**config.mk**
```make
export PLATFORM = sky130hd
export DESIGN_NAME = cell_voltage_stats_alarm_top
export DESIGN_NICKNAME = d
export VERILOG_FILES = /design/src/design/cvsa_pkg.sv /design/src/design/cvsa_div.sv /design/src/design/cvsa_datapath.sv /design/src/design/cvsa_ctrl.sv /design/src/design/cell_voltage_stats_alarm_top.sv
export SDC_FILE = /design/constraint.sdc
export NUM_CORES = 1
export LEC_CHECK = 0
export ABC_AREA = 1
export ABC_CLOCK_PERIOD_IN_PS = 6350
export BUFFER_PORTS_ARGS = -buffer_cell sky130_fd_sc_hd__buf_2
export CORE_UTILIZATION = 55
export CTS_CLUSTER_SIZE = 16
export DETAILED_ROUTE_END_ITERATION = 16
export PLACE_DENSITY = 0.72
export SLEW_MARGIN = 10
export SYNTH_ARGS = -nofsm -noshare
export SYNTH_HDL_FRONTEND = slang
export SYNTH_SLANG_ARGS = --single-unit
```
**constraint.sdc**
```tcl
create_clock -name clk -period 6.35 [get_ports clk]
set_clock_uncertainty 0.2 [all_clocks]
set_input_delay 0.3175 -clock clk [delete_from_list [all_inputs] [get_ports clk]]
set_output_delay 0.3175 -clock clk [all_outputs]
set_load 0.02 [all_outputs]
```
**src/design/cvsa_pkg.sv**
```systemverilog
package cvsa_pkg;

    localparam int UV_W       = 23;
    localparam int RAW_W      = 16;
    localparam int GI_W       = 4;
    localparam int CNT_OUT_W  = 6;
    localparam int CFG_IDX_W  = 2;
    localparam int MAX_LANES  = 4;

    localparam int DEF_NUM_CELLS       = 36;
    localparam int DEF_CELLS_PER_GROUP = 4;

    localparam logic [UV_W-1:0] UV_PER_UNIT    = 23'd100;
    localparam logic [UV_W-1:0] VALID_FLOOR_UV = 23'd1000;
    localparam logic [UV_W-1:0] WARN_HIGH_RST  = 23'd4200000;
    localparam logic [UV_W-1:0] WARN_LOW_RST   = 23'd2500000;

    localparam logic [CFG_IDX_W-1:0] REG_WARN_HIGH = 2'd0;
    localparam logic [CFG_IDX_W-1:0] REG_WARN_LOW  = 2'd1;

    typedef enum logic [2:0] {
        ST_IDLE,
        ST_WRITE,
        ST_SCAN,
        ST_DIV,
        ST_DONE
    } state_t;

    typedef struct packed {
        logic capture;
        logic write;
        logic scan_start;
        logic div_start;
        logic load_out;
    } cmd_t;

    typedef struct packed {
        logic wr_last;
        logic scan_done;
        logic div_done;
        logic out_free;
    } stat_t;

endpackage

```
**src/design/cvsa_div.sv**
```systemverilog
module cvsa_div #(
    parameter int DW = 26,
    parameter int VW = 6
) (
    input  logic          clk,
    input  logic          rst_n,
    input  logic          start,
    input  logic [DW-1:0] dividend,
    input  logic [VW-1:0] divisor,
    output logic          done,
    output logic [DW-1:0] quotient
);
    localparam int KW = $clog2(DW + 1);

    logic [KW-1:0] iter_reg, iter_next;
    logic          done_reg, done_next;
    logic [DW-1:0] quo_reg, quo_next;
    logic [VW-1:0] rem_reg, rem_next;
    logic [VW:0]   trial;
    logic [VW:0]   diff;
    logic          ge;

    assign trial = {rem_reg, quo_reg[DW-1]};
    assign ge    = trial >= {1'b0, divisor};
    assign diff  = trial - {1'b0, divisor};

    always_comb
    begin
        iter_next = iter_reg;
        done_next = 1'b0;
        quo_next  = quo_reg;
        rem_next  = rem_reg;
        if (start)
        begin
            iter_next = KW'(DW);
            quo_next  = dividend;
            rem_next  = '0;
        end
        else if (iter_reg != '0)
        begin
            iter_next = iter_reg - 1'b1;
            quo_next  = {quo_reg[DW-2:0], ge};
            rem_next  = ge ? diff[VW-1:0] : trial[VW-1:0];
            done_next = (iter_reg == KW'(1));
        end
    end

    always_ff @(posedge clk or negedge rst_n)
    begin
        if (!rst_n)
        begin
            iter_reg <= '0;
            done_reg <= 1'b0;
        end
        else
        begin
            iter_reg <= iter_next;
            done_reg <= done_next;
        end
    end

    always_ff @(posedge clk)
    begin
        quo_reg <= quo_next;
        rem_reg <= rem_next;
    end

    assign done     = done_reg;
    assign quotient = quo_reg;

endmodule

```
**src/design/cvsa_datapath.sv**
```systemverilog
module cvsa_datapath #(
    parameter int NUM_CELLS       = cvsa_pkg::DEF_NUM_CELLS,
    parameter int CELLS_PER_GROUP = cvsa_pkg::DEF_CELLS_PER_GROUP
) (
    input  logic                                clk,
    input  logic                                rst_n,
    input  cvsa_pkg::cmd_t                      cmd,
    output cvsa_pkg::stat_t                     stat,
    input  logic                                cfg_we,
    input  logic [cvsa_pkg::CFG_IDX_W-1:0]      cfg_index,
    input  logic [cvsa_pkg::UV_W-1:0]           cfg_wdata,
    input  logic [cvsa_pkg::GI_W-1:0]           group_index,
    input  logic [cvsa_pkg::RAW_W-1:0]          cell_a,
    input  logic [cvsa_pkg::RAW_W-1:0]          cell_b,
    input  logic [cvsa_pkg::RAW_W-1:0]          cell_c,
    input  logic [cvsa_pkg::RAW_W-1:0]          cell_d,
    input  logic                                out_ready,
    output logic                                out_valid,
    output logic [cvsa_pkg::UV_W-1:0]           min_uv,
    output logic [cvsa_pkg::UV_W-1:0]           mean_uv,
    output logic [cvsa_pkg::UV_W-1:0]           max_uv,
    output logic [cvsa_pkg::CNT_OUT_W-1:0]      valid_count,
    output logic                                alarm_active,
    output logic                                alarm_over,
    output logic [cvsa_pkg::UV_W-1:0]           alarm_value_uv
);
    import cvsa_pkg::*;

    localparam int LANES = (CELLS_PER_GROUP < MAX_LANES) ? CELLS_PER_GROUP : MAX_LANES;
    localparam int LW    = (LANES > 1) ? $clog2(LANES) : 1;
    localparam int AW    = $clog2(NUM_CELLS);
    localparam int CW    = $clog2(NUM_CELLS + 1);
    localparam int SW    = UV_W + CW;
    localparam int POS_W = GI_W + $clog2(CELLS_PER_GROUP) + 1;
    localparam int CXW   = (CW > CNT_OUT_W) ? CW : CNT_OUT_W;

    // thresholds
    logic [UV_W-1:0] warn_high_reg, warn_low_reg;

    always_ff @(posedge clk or negedge rst_n)
    begin
        if (!rst_n)
        begin
            warn_high_reg <= WARN_HIGH_RST;
            warn_low_reg  <= WARN_LOW_RST;
        end
        else if (cfg_we)
        begin
            case (cfg_index)
                REG_WARN_HIGH: warn_high_reg <= cfg_wdata;
                REG_WARN_LOW:  warn_low_reg  <= cfg_wdata;
                default:       ;
            endcase
        end
    end

    // captured word
    logic [RAW_W-1:0] in_cells [MAX_LANES];
    logic [RAW_W-1:0] cap_reg [LANES];
    logic [GI_W-1:0]  gi_reg;

    assign in_cells[0] = cell_a;
    assign in_cells[1] = cell_b;
    assign in_cells[2] = cell_c;
    assign in_cells[3] = cell_d;

    always_ff @(posedge clk)
    begin
        if (cmd.capture)
        begin
            gi_reg <= group_index;
            for (int l = 0; l < LANES; l++)
            begin
                cap_reg[l] <= in_cells[l];
            end
        end
    end

    // write pass, one lane a cycle
    logic [LW-1:0]    lane_reg;
    logic [POS_W-1:0] pos;
    logic             pos_ok;

    assign pos    = POS_W'(gi_reg) * POS_W'(CELLS_PER_GROUP) + POS_W'(lane_reg);
    assign pos_ok = 32'(pos) < NUM_CELLS;

    always_ff @(posedge clk or negedge rst_n)
    begin
        if (!rst_n)
        begin
            lane_reg <= '0;
        end
        else if (cmd.capture)
        begin
            lane_reg <= '0;
        end
        else if (cmd.write)
        begin
            lane_reg <= lane_reg + 1'b1;
        end
    end

    assign stat.wr_last = (lane_reg == LW'(LANES - 1));

    // cell store with per-entry valid bits
    logic [RAW_W-1:0]     mem [NUM_CELLS];
    logic [NUM_CELLS-1:0] vld_reg;

    always_ff @(posedge clk)
    begin
        if (cmd.write && pos_ok)
        begin
            mem[pos[AW-1:0]] <= cap_reg[lane_reg];
        end
    end

    always_ff @(posedge clk or negedge rst_n)
    begin
        if (!rst_n)
        begin
            vld_reg <= '0;
        end
        else if (cmd.write && pos_ok)
        begin
            vld_reg[pos[AW-1:0]] <= 1'b1;
        end
    end

    // scan pipeline: read, scale, accumulate
    logic             scan_busy_reg;
    logic [AW-1:0]    addr_reg;
    logic             s1_vld_reg, s1_last_reg, s1_ok_reg;
    logic [RAW_W-1:0] s1_data_reg;
    logic             s2_vld_reg, s2_last_reg;
    logic [UV_W-1:0]  s2_uv_reg;
    logic             scan_done_reg;
    logic             addr_last;
    logic [UV_W-1:0]  scaled;

    assign addr_last = (addr_reg == AW'(NUM_CELLS - 1));
    assign scaled    = (s1_ok_reg ? {7'd0, s1_data_reg} : '0) * UV_PER_UNIT;

    always_ff @(posedge clk or negedge rst_n)
    begin
        if (!rst_n)
        begin
            scan_busy_reg <= 1'b0;
            addr_reg      <= '0;
            s1_vld_reg    <= 1'b0;
            s1_last_reg   <= 1'b0;
            s2_vld_reg    <= 1'b0;
            s2_last_reg   <= 1'b0;
            scan_done_reg <= 1'b0;
        end
        else
        begin
            if (cmd.scan_start)
            begin
                scan_busy_reg <= 1'b1;
                addr_reg      <= '0;
            end
            else if (scan_busy_reg)
            begin
                addr_reg <= addr_reg + 1'b1;
                if (addr_last)
                begin
                    scan_busy_reg <= 1'b0;
                end
            end
            s1_vld_reg    <= scan_busy_reg;
            s1_last_reg   <= scan_busy_reg && addr_last;
            s2_vld_reg    <= s1_vld_reg;
            s2_last_reg   <= s1_vld_reg && s1_last_reg;
            scan_done_reg <= s2_vld_reg && s2_last_reg;
        end
    end

    always_ff @(posedge clk)
    begin
        s1_data_reg <= mem[addr_reg];
        s1_ok_reg   <= vld_reg[addr_reg];
        s2_uv_reg   <= scaled;
    end

    assign stat.scan_done = scan_done_reg;

    logic [UV_W-1:0] lo_reg, hi_reg;
    logic [SW-1:0]   sum_reg;
    logic [CW-1:0]   count_reg;
    logic            alarm_on_reg, alarm_high_reg;
    logic [UV_W-1:0] alarm_uv_reg;
    logic            cell_valid;

    assign cell_valid = s2_vld_reg && (s2_uv_reg > VALID_FLOOR_UV);

    always_ff @(posedge clk)
    begin
        if (cmd.scan_start)
        begin
            lo_reg    <= '0;
            hi_reg    <= '0;
            sum_reg   <= '0;
            count_reg <= '0;
        end
        else if (cell_valid)
        begin
            if (count_reg == '0 || s2_uv_reg < lo_reg)
            begin
                lo_reg <= s2_uv_reg;
            end
            if (s2_uv_reg > hi_reg)
            begin
                hi_reg <= s2_uv_reg;
            end
            sum_reg   <= sum_reg + SW'(s2_uv_reg);
            count_reg <= count_reg + 1'b1;
        end
    end

    always_ff @(posedge clk or negedge rst_n)
    begin
        if (!rst_n)
        begin
            alarm_on_reg   <= 1'b0;
            alarm_high_reg <= 1'b0;
            alarm_uv_reg   <= '0;
        end
        else if (cell_valid)
        begin
            if (s2_uv_reg > warn_high_reg)
            begin
                alarm_on_reg   <= 1'b1;
                alarm_high_reg <= 1'b1;
                alarm_uv_reg   <= s2_uv_reg;
            end
            else if (s2_uv_reg < warn_low_reg)
            begin
                alarm_on_reg   <= 1'b1;
                alarm_high_reg <= 1'b0;
                alarm_uv_reg   <= s2_uv_reg;
            end
            else
            begin
                alarm_on_reg   <= 1'b0;
                alarm_high_reg <= 1'b0;
            end
        end
    end

    // mean
    logic [SW-1:0] quotient;

    cvsa_div #(
        .DW (SW),
        .VW (CW)
    ) u_div (
        .clk      (clk),
        .rst_n    (rst_n),
        .start    (cmd.div_start),
        .dividend (sum_reg),
        .divisor  (count_reg),
        .done     (stat.div_done),
        .quotient (quotient)
    );

    // output register
    logic                 out_valid_reg;
    logic [UV_W-1:0]      min_out_reg, mean_out_reg, max_out_reg, alarm_val_out_reg;
    logic [CNT_OUT_W-1:0] count_out_reg;
    logic                 active_out_reg, over_out_reg;
    logic [CXW-1:0]       count_ext;

    assign count_ext = CXW'(count_reg);

    always_ff @(posedge clk or negedge rst_n)
    begin
        if (!rst_n)
        begin
            out_valid_reg <= 1'b0;
        end
        else if (cmd.load_out)
        begin
            out_valid_reg <= 1'b1;
        end
        else if (out_ready)
        begin
            out_valid_reg <= 1'b0;
        end
    end

    always_ff @(posedge clk)
    begin
        if (cmd.load_out)
        begin
            min_out_reg       <= lo_reg;
            max_out_reg       <= hi_reg;
            mean_out_reg      <= (count_reg == '0) ? '0 : quotient[UV_W-1:0];
            count_out_reg     <= count_ext[CNT_OUT_W-1:0];
            active_out_reg    <= alarm_on_reg;
            over_out_reg      <= alarm_high_reg;
            alarm_val_out_reg <= alarm_uv_reg;
        end
    end

    assign stat.out_free  = !out_valid_reg || out_ready;
    assign out_valid      = out_valid_reg;
    assign min_uv         = min_out_reg;
    assign mean_uv        = mean_out_reg;
    assign max_uv         = max_out_reg;
    assign valid_count    = count_out_reg;
    assign alarm_active   = active_out_reg;
    assign alarm_over     = over_out_reg;
    assign alarm_value_uv = alarm_val_out_reg;

endmodule

```
**src/design/cvsa_ctrl.sv**
```systemverilog
module cvsa_ctrl (
    input  logic            clk,
    input  logic            rst_n,
    input  logic            in_valid,
    output logic            in_ready,
    input  cvsa_pkg::stat_t stat,
    output cvsa_pkg::cmd_t  cmd
);
    import cvsa_pkg::*;

    state_t state_reg, state_next;

    always_ff @(posedge clk or negedge rst_n)
    begin
        if (!rst_n)
        begin
            state_reg <= ST_IDLE;
        end
        else
        begin
            state_reg <= state_next;
        end
    end

    always_comb
    begin
        state_next = state_reg;
        cmd        = '0;
        in_ready   = 1'b0;
        case (state_reg)
            ST_IDLE:
            begin
                in_ready = 1'b1;
                if (in_valid)
                begin
                    cmd.capture = 1'b1;
                    state_next  = ST_WRITE;
                end
            end
            ST_WRITE:
            begin
                cmd.write = 1'b1;
                if (stat.wr_last)
                begin
                    cmd.scan_start = 1'b1;
                    state_next     = ST_SCAN;
                end
            end
            ST_SCAN:
            begin
                if (stat.scan_done)
                begin
                    cmd.div_start = 1'b1;
                    state_next    = ST_DIV;
                end
            end
            ST_DIV:
            begin
                if (stat.div_done)
                begin
                    state_next = ST_DONE;
                end
            end
            ST_DONE:
            begin
                if (stat.out_free)
                begin
                    cmd.load_out = 1'b1;
                    state_next   = ST_IDLE;
                end
            end
            default:
            begin
                state_next = ST_IDLE;
            end
        endcase
    end

endmodule

```
**src/design/cell_voltage_stats_alarm_top.sv**
```systemverilog
// channel   signals                                   dir   moves
// in        in_valid/in_ready, group_index, cell_a-d  in    one group of raw readings
// out       out_valid/out_ready, min/mean/max, alarm  out   statistics and alarm word
// cfg       cfg_we, cfg_index, cfg_wdata              in    threshold register write
//
// one word takes a capture, a write for each of min(CELLS_PER_GROUP,4) lanes, a scan of
// all NUM_CELLS entries through the cell store, a divide of 23 + clog2(NUM_CELLS+1)
// quotient bits, a state to see the divider finish and one output load
// reset clears the store valid bits and the alarm and loads the default thresholds at once
// the next word is taken while a result waits; a stalled result holds the
// controller before the output load
module cell_voltage_stats_alarm_top #(
    parameter int NUM_CELLS       = cvsa_pkg::DEF_NUM_CELLS,
    parameter int CELLS_PER_GROUP = cvsa_pkg::DEF_CELLS_PER_GROUP
) (
    input  logic                           clk,
    input  logic                           rst_n,
    input  logic                           in_valid,
    output logic                           in_ready,
    input  logic [cvsa_pkg::GI_W-1:0]      group_index,
    input  logic [cvsa_pkg::RAW_W-1:0]     cell_a,
    input  logic [cvsa_pkg::RAW_W-1:0]     cell_b,
    input  logic [cvsa_pkg::RAW_W-1:0]     cell_c,
    input  logic [cvsa_pkg::RAW_W-1:0]     cell_d,
    output logic                           out_valid,
    input  logic                           out_ready,
    output logic [cvsa_pkg::UV_W-1:0]      min_uv,
    output logic [cvsa_pkg::UV_W-1:0]      mean_uv,
    output logic [cvsa_pkg::UV_W-1:0]      max_uv,
    output logic [cvsa_pkg::CNT_OUT_W-1:0] valid_count,
    output logic                           alarm_active,
    output logic                           alarm_over,
    output logic [cvsa_pkg::UV_W-1:0]      alarm_value_uv,
    input  logic                           cfg_we,
    input  logic [cvsa_pkg::CFG_IDX_W-1:0] cfg_index,
    input  logic [cvsa_pkg::UV_W-1:0]      cfg_wdata
);
    import cvsa_pkg::*;

    cmd_t  cmd;
    stat_t stat;

    cvsa_ctrl u_ctrl (
        .clk      (clk),
        .rst_n    (rst_n),
        .in_valid (in_valid),
        .in_ready (in_ready),
        .stat     (stat),
        .cmd      (cmd)
    );

    cvsa_datapath #(
        .NUM_CELLS       (NUM_CELLS),
        .CELLS_PER_GROUP (CELLS_PER_GROUP)
    ) u_dp (
        .clk            (clk),
        .rst_n          (rst_n),
        .cmd            (cmd),
        .stat           (stat),
        .cfg_we         (cfg_we),
        .cfg_index      (cfg_index),
        .cfg_wdata      (cfg_wdata),
        .group_index    (group_index),
        .cell_a         (cell_a),
        .cell_b         (cell_b),
        .cell_c         (cell_c),
        .cell_d         (cell_d),
        .out_ready      (out_ready),
        .out_valid      (out_valid),
        .min_uv         (min_uv),
        .mean_uv        (mean_uv),
        .max_uv         (max_uv),
        .valid_count    (valid_count),
        .alarm_active   (alarm_active),
        .alarm_over     (alarm_over),
        .alarm_value_uv (alarm_value_uv)
    );

    a_one_at_a_time: assert property (@(posedge clk) disable iff (!rst_n)
        (in_valid && in_ready) |=> !in_ready)
        else $error("word accepted while a scan is running");

    a_empty_stats: assert property (@(posedge clk) disable iff (!rst_n)
        (out_valid && valid_count == '0 && NUM_CELLS < 64)
        |-> (min_uv == '0 && max_uv == '0 && mean_uv == '0))
        else $error("statistics nonzero with no valid cell");

    a_mean_bounds: assert property (@(posedge clk) disable iff (!rst_n)
        (out_valid && valid_count != '0) |-> (min_uv <= mean_uv && mean_uv <= max_uv))
        else $error("mean outside min and max");

    a_over_needs_active: assert property (@(posedge clk) disable iff (!rst_n)
        (out_valid && alarm_over) |-> alarm_active)
        else $error("over flag without standing alarm");

endmodule
```
; ---- Word level (Yosys, flattened, before mapping)
; Memory sizes are Yosys's and may differ from the RTL's. A register that Yosys moved wholly into a read port is not among the register bits.
; Cells that the tools add are included.
[op_classes]
n_reduce_logical = 24
n_eq_ne = 13
magnitude_cmp = 10
multipliers = 1
add_sub_neg = 7
mux = 45
n_bitwise = 1
[ops]
columns = cell, n
row1 = 29-bit 2-to-1 mux, 2
row2 = 23-bit > comparator, 2
row3 = 23-bit less-than comparator, 2
row4 = 23-bit 2-to-1 mux, 2
row5 = 36-bit OR, 1
row6 = 29-bit by 23-bit adder with 29-bit output, 1
row7 = 1-bit 2-to-1 mux, 24
row8 = "23-bit by 10-bit > comparator with 1-bit output, second input constant", 1
row9 = "23-bit by 5-bit multiplier with 21-bit output, second input constant", 1
row10 = 6-bit 2-to-1 mux, 3
row11 = 16-bit 2-to-1 mux, 1
row12 = 3-bit 2-to-1 mux, 5
row13 = 3-bit one-hot mux with 5 select lines, 1
row14 = "6-bit by 7-bit less-than comparator with 1-bit output, second input constant", 2
row15 = "6-bit by 1-bit adder with 6-bit output, second input constant", 2
row16 = 5-bit 2-to-1 mux, 2
row17 = 2-bit AND reduction, 5
row18 = 2-bit nonzero test, 5
row19 = 6-bit by 2-bit adder with 7-bit output, 1
row20 = 7-bit by 6-bit >= comparator with 1-bit output, 1
row21 = "7-bit by 6-bit less-than comparator with 1-bit output, second input constant", 1
row22 = 1-bit binary-select mux with 6-bit select, 1
row23 = 1-bit demux with 6-bit select, 1
row24 = "3-bit by 2-bit equality test with 1-bit output, second input constant", 2
row25 = 21 further kinds, 32
[totals]
mem_bits_rw = 640
mem_count = 2
wordCells = 137
reg_bits = 365
[mem_list]
columns = name, words, width, read_ports, rd_clocked_by_memory_dff, wr, line
row1 = u_dp.mem, 36, 16, 1, 1, 1, cvsa_datapath.sv:106  ; logic [RAW_W-1:0] mem [NUM_CELLS];
row2 = u_dp.cap_reg, 4, 16, 1, 0, 4, cvsa_datapath.sv:59  ; logic [RAW_W-1:0] cap_reg [LANES];

; ---- Logic depth before layout (Yosys ltp)
; Gate-level depths: netlist (run 1).
[logic_depth]
word_depth = 6
ltp_mapped = 22

; ---- By module
; A second synthesis (run 1) with hierarchy kept.
[hier_totals]
hier_cells = 4349
area_unflattened_um2 = 45314.7
[by_module_without_submodules]
columns = module, instances, cells_each, area_each_um2
row1 = cvsa_datapath, 1, 4053, 42903.6
row2 = cvsa_div, 1, 251, 2155.8
row3 = cvsa_ctrl, 1, 45, 255.2

; ---- Worst setup path before layout (run 1)
; No wires, ideal clock.
[synth_path]
kind = flip-flop to flip-flop
startpoint = register u_ctrl.state_reg[2]
endpoint = register u_dp.active_out_reg (netlist: u_dp.alarm_active), enable pin
path_slack_ns = 0.971
t_required_ns = 5.603
stages_incl_launch_ff = 5
arrival_ns = 4.632
setup_time_ns = 0.547
period_less_slack_ns = 5.379
cell_sequence = dfrtp_1 inv_1 nor3_1 inv_1 nor2_1
[synth_rtl]
columns = item, line
row1 = from (decl), cvsa_ctrl.sv:11  ; state_t state_reg, state_next;
row2 = from (signal assigned), cvsa_ctrl.sv:21  ; state_reg <= state_next;
row3 = to (signal assigned), cvsa_datapath.sv:299  ; active_out_reg <= alarm_on_reg;
row4 = to (decl), cvsa_datapath.sv:270  ; logic active_out_reg, over_out_reg;

; ---- Final worst setup path (run 1)
[layout_path]
startpoint = register u_dp.s1_ok_reg
endpoint = register u_dp.s2_uv_reg[21]
[layout_via]
elab_chain_cells = 2
[layout_rtl]
columns = item, line
row1 = from (decl), cvsa_datapath.sv:132  ; logic s1_vld_reg, s1_last_reg, s1_ok_reg;
row2 = from (signal assigned), cvsa_datapath.sv:181  ; s1_ok_reg <= vld_reg[addr_reg];
row3 = 16-bit 2-to-1 mux, cvsa_datapath.sv:141  ; assign scaled = (s1_ok_reg ? {7'd0, s1_data_reg} : '0) * UV_PER_UNIT;
row4 = 23-bit by 5-bit multiplier with 21-bit output, cvsa_datapath.sv:141
row5 = named net u_dp.scaled[21], cvsa_datapath.sv:138  ; logic [UV_W-1:0] scaled;
row6 = to (signal assigned), cvsa_datapath.sv:182  ; s2_uv_reg <= scaled;
row7 = to (decl), cvsa_datapath.sv:135  ; logic [UV_W-1:0] s2_uv_reg;
; The timed path passes the listed nets, and every way through them passes these cells.
; A chain may end at the register's enable or synchronous reset.

==> flow_summary.toml, run 1 <==
[pwr]
p_sw_mw = 2.69
power_frac_comb_pct = 1.8
seq_power_share_pct = 53.8
clock_power_share_pct = 44.4
ir_worst_vdd_mv = 0.228
power.leakage_nw = 21.2
pwr_density_cell_mw_per_mm2 = 261
p_int_mw = 10.6
power_mw = 13.3
swShare_pct = 20.3

[place]
gp_congestion = 0.900
hpwl_um = 68000
portBuffers = 193

[worst_setup_path]
worstSetupPathType = "flip-flop to flip-flop"
cp.arrival_ns = 4.06
max_stage_delay_ns = 0.64
crit_chain = "nand2_1, o21ai_0, inv_1, ha_1, inv_1, fa_1, inv_1, ha_1, a21oi_1, o21ai_0, a211oi_1, nand2_1, nand2_1, nand2_1"
cp_common_cell = "nand2_1"
worstPathRequired_ns = 6.69
start_kind = "flip-flop"
cpMaxStageDelayCell = "dfxtp_1"
critical_path.endpoint_type = "flip-flop"
cp_max_fo = 18

[timing]
rsz0062_at_grt = "false"
hold_violations = 0
fmax_ghz = 0.269
slew_viol_final = 0
fin_crit_sh_pct = 58.6
slew_headroom_pct = 16.5
setup_viol = 0
min_period_ns = 3.72
finalSetupTns_ns = 0
worstMarginPinSlew_ns = 1.25

[synthesis]
ys_warn_count = 0
synth_seq_cells = 1015
seq_area_frac_synth_pct = 64.2
async_reset_ff_share_pct = 12.7
synth_area_mm2 = 0.0447
synthDistinctLibCells = 53
syn_avg_cell_area_um2 = 10.5
synth_cells = 4253
synth_edf_count = 767
synth-main-ff-cell = "edfxtp_1"

[die]
die_x_um = 287
die_h_um = 287
core_area_mm2 = 0.0804
start_util_pct = 55.5
ios = 200
num_rows = 104
die_area_mm2 = 0.0823

[routing]
first_pass_iters = 6
viasPerCell = 5.64
wirelength_um = 112000
avgRoutedWirePerCell_um = 19.8
vias = 32000
postRouteAntennaNets = 0
drt_iter0_drc = 3175
drc = 0

[cts]
cts_inserted_buffers = 101
clockBufferDepth = 3
cts_sinks = 1015
clkTransAtPathRegs_ns = 0.06
root_buffer = "clkbuf_16"
clock_latency_ns = 0.67
cts_tree = "built"
htree_levels = 3

[finish]
drive_gt1_share_pct = 10.7
fin_nets = 4792
syn_to_final_growth_pct = 14.0
largest_reg_flops = 576

[global_route]
grt_start_max_net_pins = 166
grt_pass1_vias = 30700
gr-usage-all-layers_pct = 27.2
grt-ovfl-total = 0
grt_pass1_wl_um = 173000
antenna_found_initial = 2

[status]
status = "finished clean"

[min_path]
hp-class = "primary input to async pin"

[flow_run]
cap_violations = 0
## metrics by stage
| step | cells | cell area [um2] | hold WS, ns | util, % | worst slack (ns) |
|---|---|---|---|---|---|
| 3_5_place_dp | 5389 | 46700 | 0.160 | 58.0 | 2.63 |
| 6_report | 5673 | 50900 | 0.0391 | 63.3 | 2.63 |
| 5_1_grt | 5673 | 50900 | 0.0733 | 63.3 | 2.27 |
| 4_1_cts | 5672 | 50900 | 0.00819 | 63.3 | 2.60 |
| 2_1_floorplan | 4258 | 44700 | -0.178 | - | 0.971 |
| 3_3_place_gp | 5389 | 46700 | 0.160 | 58.0 | 2.57 |
## kinds of logic after synthesis
logic type | count (synthesis) | synth area share [%]
xor gates and xnor gates | 32 | 0.628
and+or+nand+nor | 1580 | 14.4
adders and majority gates | 167 | 4.88
DFF | 1015 | 64.2
buffers and inverters | 618 | 5.95
AOI/OAI and AO/OA | 840 | 9.97
other | 1 | 0.00840
## layout make-up
| cell class | count | area, um2 |
|---|---|---|
| multi-input combinational | 2625 | 13500 |
| timing repair buffer | 365 | 2540 |
| clock buffer | 144 | 2860 |
| antenna | 1 | 2.50 |
| tap | 1060 | 1330 |
| inverter | 419 | 1590 |
| sequential | 1015 | 28700 |
| clock inverter | 44 | 423 |
| fill | 6230 | 29500 |
## synth_stat cells (3+ instances only)
| cell | count | share of area, % |
|---|---|---|
| clkbuf_1 | 90 | 0.76 |
| dfrtp_1 | 116 | 6.5 |
| nor3_1 | 23 | 0.26 |
| dfstp_2 | 13 | 0.77 |
| a211oi_1 | 3 | 0.050 |
| a21oi_1 | 186 | 2.1 |
| buf_6 | 24 | 0.61 |
| nor2_2 | 7 | 0.098 |
| xor2_1 | 16 | 0.31 |
| nand3_1 | 163 | 1.8 |
| o22ai_1 | 127 | 1.8 |
| edfxtp_1 | 767 | 52 |
| buf_4 | 20 | 0.34 |
| a31oi_1 | 3 | 0.042 |
| o21bai_1 | 13 | 0.22 |
| buf_2 | 55 | 0.62 |
| inv_2 | 6 | 0.050 |
| fa_1 | 12 | 0.54 |
| nand4_1 | 45 | 0.63 |
| ha_1 | 155 | 4.3 |
| dfxtp_1 | 119 | 5.3 |
| nand2_1 | 722 | 6.1 |
| o21ai_1 | 15 | 0.17 |
| or2_2 | 14 | 0.20 |
| inv_1 | 411 | 3.5 |
| o21ai_0 | 477 | 5.3 |
| xnor2_1 | 16 | 0.31 |
| buf_1 | 9 | 0.076 |
| nor2_1 | 583 | 4.9 |
| o211ai_1 | 5 | 0.084 |
| or2_1 | 8 | 0.11 |
| a21o_1 | 5 | 0.084 |
## layer usage
metal / vias to the layer above / track usage (%) / share of wire [%]
met5: - / 0 / 0.016
met4: 2 / 9.89 / 3.6
met3: 245 / 3.79 / 7.4
met2: 1413 / 45.5 / 49
met1: 15300 / 36.3 / 41
li1: 15100 / - / -
## final timing paths
check / depth (start not counted) / from / to / slack [ns]
worst max-delay path: 14 / u_dp.s1_ok_reg / u_dp.s2_uv_reg[21] / 2.63
worst min-delay path: 2 / rst_n / u_dp.warn_low_reg[20] / 0.04
worst max register to register: 14 / u_dp.s1_ok_reg / u_dp.s2_uv_reg[21] / 2.63
worst min register to register: 0 / u_dp.s1_vld_reg / u_dp.s2_vld_reg / 0.17
max in group asynchronous: 3 / rst_n / u_dp.addr_reg[1] / 4.51
min in group clk: 5 / cfg_we / u_dp.warn_high_reg[22] / 0.04
## what timing repair did
| action | CTS | global route |
|---|---|---|
| setup buffers | 0 | 0 |
| hold buffers | 95 | 0 |
| gates resized for setup | 0 | 0 |
| setup endpoints to repair | 0 | 0 |
| endpoints found under the hold margin | 188 | 0 |
## power by group through the flow
stage          sequential, mW  combinational (mW)  clock (mW)
2_1_floorplan            7.27               0.111           0
3_3_place_gp             7.28               0.181           0
3_5_place_dp             7.28               0.189           0
4_1_cts                  7.14               0.237        5.96
5_1_grt                  7.14               0.273        6.20
6_report                 7.14               0.239        5.89
## cell usage in the layout (no fill, tap or decap), types with 4 or more instances in the layout
cell / n
a21o_1: 5
a21oi_1: 186
buf_2: 192
buf_4: 74
bufinv_16: 5
clkbuf_1: 28
clkbuf_16: 104
clkbuf_8: 10
clkinv_1: 14
clkinv_2: 14
clkinv_4: 4
conb_1: 6
dfrtp_1: 114
dfstp_2: 13
dfxtp_1: 119
dlygate4sd3_1: 95
edfxtp_1: 767
fa_1: 12
ha_1: 155
inv_1: 410
inv_2: 5
nand2_1: 722
nand3_1: 162
nand4_1: 45
nor2_1: 577
nor2_2: 11
nor3_1: 23
o211ai_1: 5
o21ai_0: 477
o21ai_1: 15
o21bai_1: 13
o22ai_1: 111
o22ai_2: 13
or2_1: 8
or2_2: 14
xnor2_1: 16
xor2_1: 16
## worst max-delay path, delay by kind of cell (launching register included)
kind | cells | cell delay, ns
adder cells (fa/ha/maj) | 3 | 1.13
buffers and inverters | 3 | 0.16
AO/OA/AOI/OAI | 4 | 0.98
flip-flops | 1 | 0.64
AND/OR/NAND/NOR | 4 | 0.51
(Power assumes the default switching activity.)
==> inputs of run 2 (changes only) <==
--- a/config.mk
+++ b/config.mk
@@ -6,12 +6,12 @@
 export NUM_CORES = 1
 export LEC_CHECK = 0
 export ABC_AREA = 1
-export ABC_CLOCK_PERIOD_IN_PS = 6350
+export ABC_CLOCK_PERIOD_IN_PS = 3100
 export BUFFER_PORTS_ARGS = -buffer_cell sky130_fd_sc_hd__buf_2
 export CORE_UTILIZATION = 55
 export CTS_CLUSTER_SIZE = 16
 export DETAILED_ROUTE_END_ITERATION = 16
-export PLACE_DENSITY = 0.72
+export PLACE_DENSITY = 0.75
 export SLEW_MARGIN = 10
 export SYNTH_ARGS = -nofsm -noshare
 export SYNTH_HDL_FRONTEND = slang
==> constraint.sdc (replaced) <==
create_clock -name clk -period 3.1 [get_ports clk]
set_clock_uncertainty 0.2 [all_clocks]
set_input_delay 0.155 -clock clk [delete_from_list [all_inputs] [get_ports clk]]
set_output_delay 0.155 -clock clk [all_outputs]
set_load 0.02 [all_outputs]
==> run 2 against run 1 <==
Compared with the run above: the flow now finishes with violations (hold timing, setup timing); maximum frequency grew 17%; non-clock buffer count grew 185; first-iteration DRC count grew 26%; sequential power grew 100%; wire length grew 6.4%; total power grew 110%; cell count grew 3.3%; flip-flop and latch count is the same; clock-buffer cell count shrank 4; clock power grew 110%; critical path depth grew 4; critical path type unchanged; critical endpoint is now u_dp.s2_uv_reg[18]; highest routed layer is now met4.
==> flow_summary.toml, run 2 (same netlist as run 1, synthesis figures left out) <==
[timing]
min_period_ns = 3.17
setup_viol = 4
hold_violations = 1
fmax_ghz = 0.316
fin_ws_ns = -0.0691
slew_headroom_pct = 24.4
slew_viol_final = 0
fin_hold_ws_ns = -0.0112
fin_crit_sh_pct = 102
rsz0062_at_grt = "true"
worstMarginPinSlew_ns = 1.13

[global_route]
gr-usage-all-layers_pct = 28.3
grt_pass1_vias = 32100
antenna_found_initial = 3
grt_start_max_net_pins = 94
grt_pass1_wl_um = 179000
grt-ovfl-total = 0

[worst_setup_path]
cp.arrival_ns = 3.54
cp_common_cell = "nand2_1"
cpMaxStageDelayCell = "dfxtp_4"
cp_max_fo = 8
worstSetupPathType = "flip-flop to flip-flop"
crit_chain = "buf_12, nand2_2, o21ai_0, inv_1, ha_4, ha_4, inv_2, xor2_1, ha_1, nand3_2, nand2_2, a21oi_4, inv_2, a21o_1, nand2_1, nand2_1, nand2_1, nand2_1"
critical_path.endpoint_type = "flip-flop"
regToRegSetupSlack_ns = -0.07
r2r_cells = 18
worstPathRequired_ns = 3.47
critPathBufInv = 4
path_delay_family = "adder cells"
worstReg2RegStart = "u_dp.s1_ok_reg"
cp-startpoint = "u_dp.s1_ok_reg"
start_kind = "flip-flop"
r2r-end = "u_dp.s2_uv_reg[18]"
max_stage_delay_ns = 0.35

[finish]
postLayoutCoreUtil_pct = 66.3
syn_to_final_growth_pct = 19.4
final_cell_area_mm2 = 0.0533
final_cell_mix = "edfxtp_1, nand2_1, nor2_1"
drive_gt1_share_pct = 15.1
fin_nets = 4976
final_common_cell = "edfxtp_1"
largest_reg_flops = 576

[status]
violations = "hold timing, setup timing"
status = "finished with violations"

[pwr]
ir_worst_vdd_mv = 0.567
pwr_density_cell_mw_per_mm2 = 515
power.leakage_nw = 22.2

[routing]
postRouteAntennaNets = 0
vias = 33500
viasPerCell = 5.72
drc = 0
first_pass_iters = 6
wirelength_um = 119000
avgRoutedWirePerCell_um = 20.3
drt_iter0_drc = 3989

[place]
gp_congestion = 0.934
portBuffers = 193
hpwl_um = 71700
post_dp_cell_area_mm2 = 0.0477

[cts]
clockBufferDepth = 3
cts_inserted_buffers = 100
cts_tree = "built"
clock_latency_ns = 0.68
cts_sinks = 1015
clkTransAtPathRegs_ns = 0.07
root_buffer = "clkbuf_16"
htree_levels = 3

[die]
die_h_um = 287
num_rows = 104
die_x_um = 287
core_area_mm2 = 0.0804
ios = 200
start_util_pct = 55.5
die_area_mm2 = 0.0823

[min_path]
hp-class = "primary input to flip-flop"
hold_end = "u_dp.cap_reg[3][0]"
hold_depth = 2
hp-start = "cell_d[0]"

[flow_run]
cap_violations = 0
==> run 2: cell types whose count changed in the layout (fill, tap and decap cells not counted), sizes merged <==
cell	change
diode	+2
bufinv	+2
clkinv	-3
inv	+3
clkinvlp	+4
dlygate4sd3	+55
buf	+130
clkbuf	-4
==> run 2: area by class of cell <==
type | instances | area (um2)
inverters | 419 | 1590
clock inverters | 50 | 513
repair buffers | 550 | 4290
multi-input cells | 2625 | 14100
flip-flops and latches | 1015 | 28700
clock buffers | 140 | 2800
well taps | 1060 | 1330
fillers | 5774 | 27100
diodes | 3 | 7.51
==> run 2: timing repair <==
action                     in CTS  in global routing
pin swaps                      17                 37
hold buffers                  148                  3
hold endpoints to repair      249                  3
gates resized for setup        53                 82
setup buffers                   5                  4
setup endpoints to repair      10                 10
gates cloned                    1                  0
==> run 2: per-stage QoR <==
| stage | setup TNS, ns | hold WS (ns) | instances | setup slack (ns) | total power [mW] |
|---|---|---|---|---|---|
| floorplan | 0 | -0.341 | 4258 | 0.00399 | 15.1 |
| global placement | -0.434 | 0.0162 | 5508 | -0.104 | 15.3 |
| detailed placement | -0.536 | 0.0259 | 5508 | -0.114 | 15.3 |
| CTS | 0 | 0.0000152 | 5852 | 0.00115 | 27.4 |
| global route | -1.40 | -0.00557 | 5862 | -0.248 | 28.1 |
| finish | -0.119 | -0.0112 | 5862 | -0.0691 | 27.4 |
==> run 2: layer usage <==
layer	part of all wire [%]	global-route usage, %
met4	4.8	12.9
met5	0	0
met1	38	36.7
met2	49	47.2
met3	8.7	3.91
==> run 2: worst max-delay path by stage <==
stage	cells past startpoint	slack (ns)	end
after CTS	17	0.001	u_dp.s2_uv_reg[21]
after floorplan	19	0.004	u_dp.s2_uv_reg[18]
after detailed placement	18	-0.11	u_dp.s2_uv_reg[22]
final	18	-0.07	u_dp.s2_uv_reg[18]
after global routing	19	-0.25	u_dp.s2_uv_reg[17]
after global placement	15	-0.10	u_dp.s2_uv_reg[19]
==> run 2: power by group <==
group	switching, mW	internal, mW	leakage (nW)
clock network	5.31	6.94	1.60
logic	0.283	0.291	11.1
registers	0.0530	14.6	9.46
total	5.64	21.8	22.2
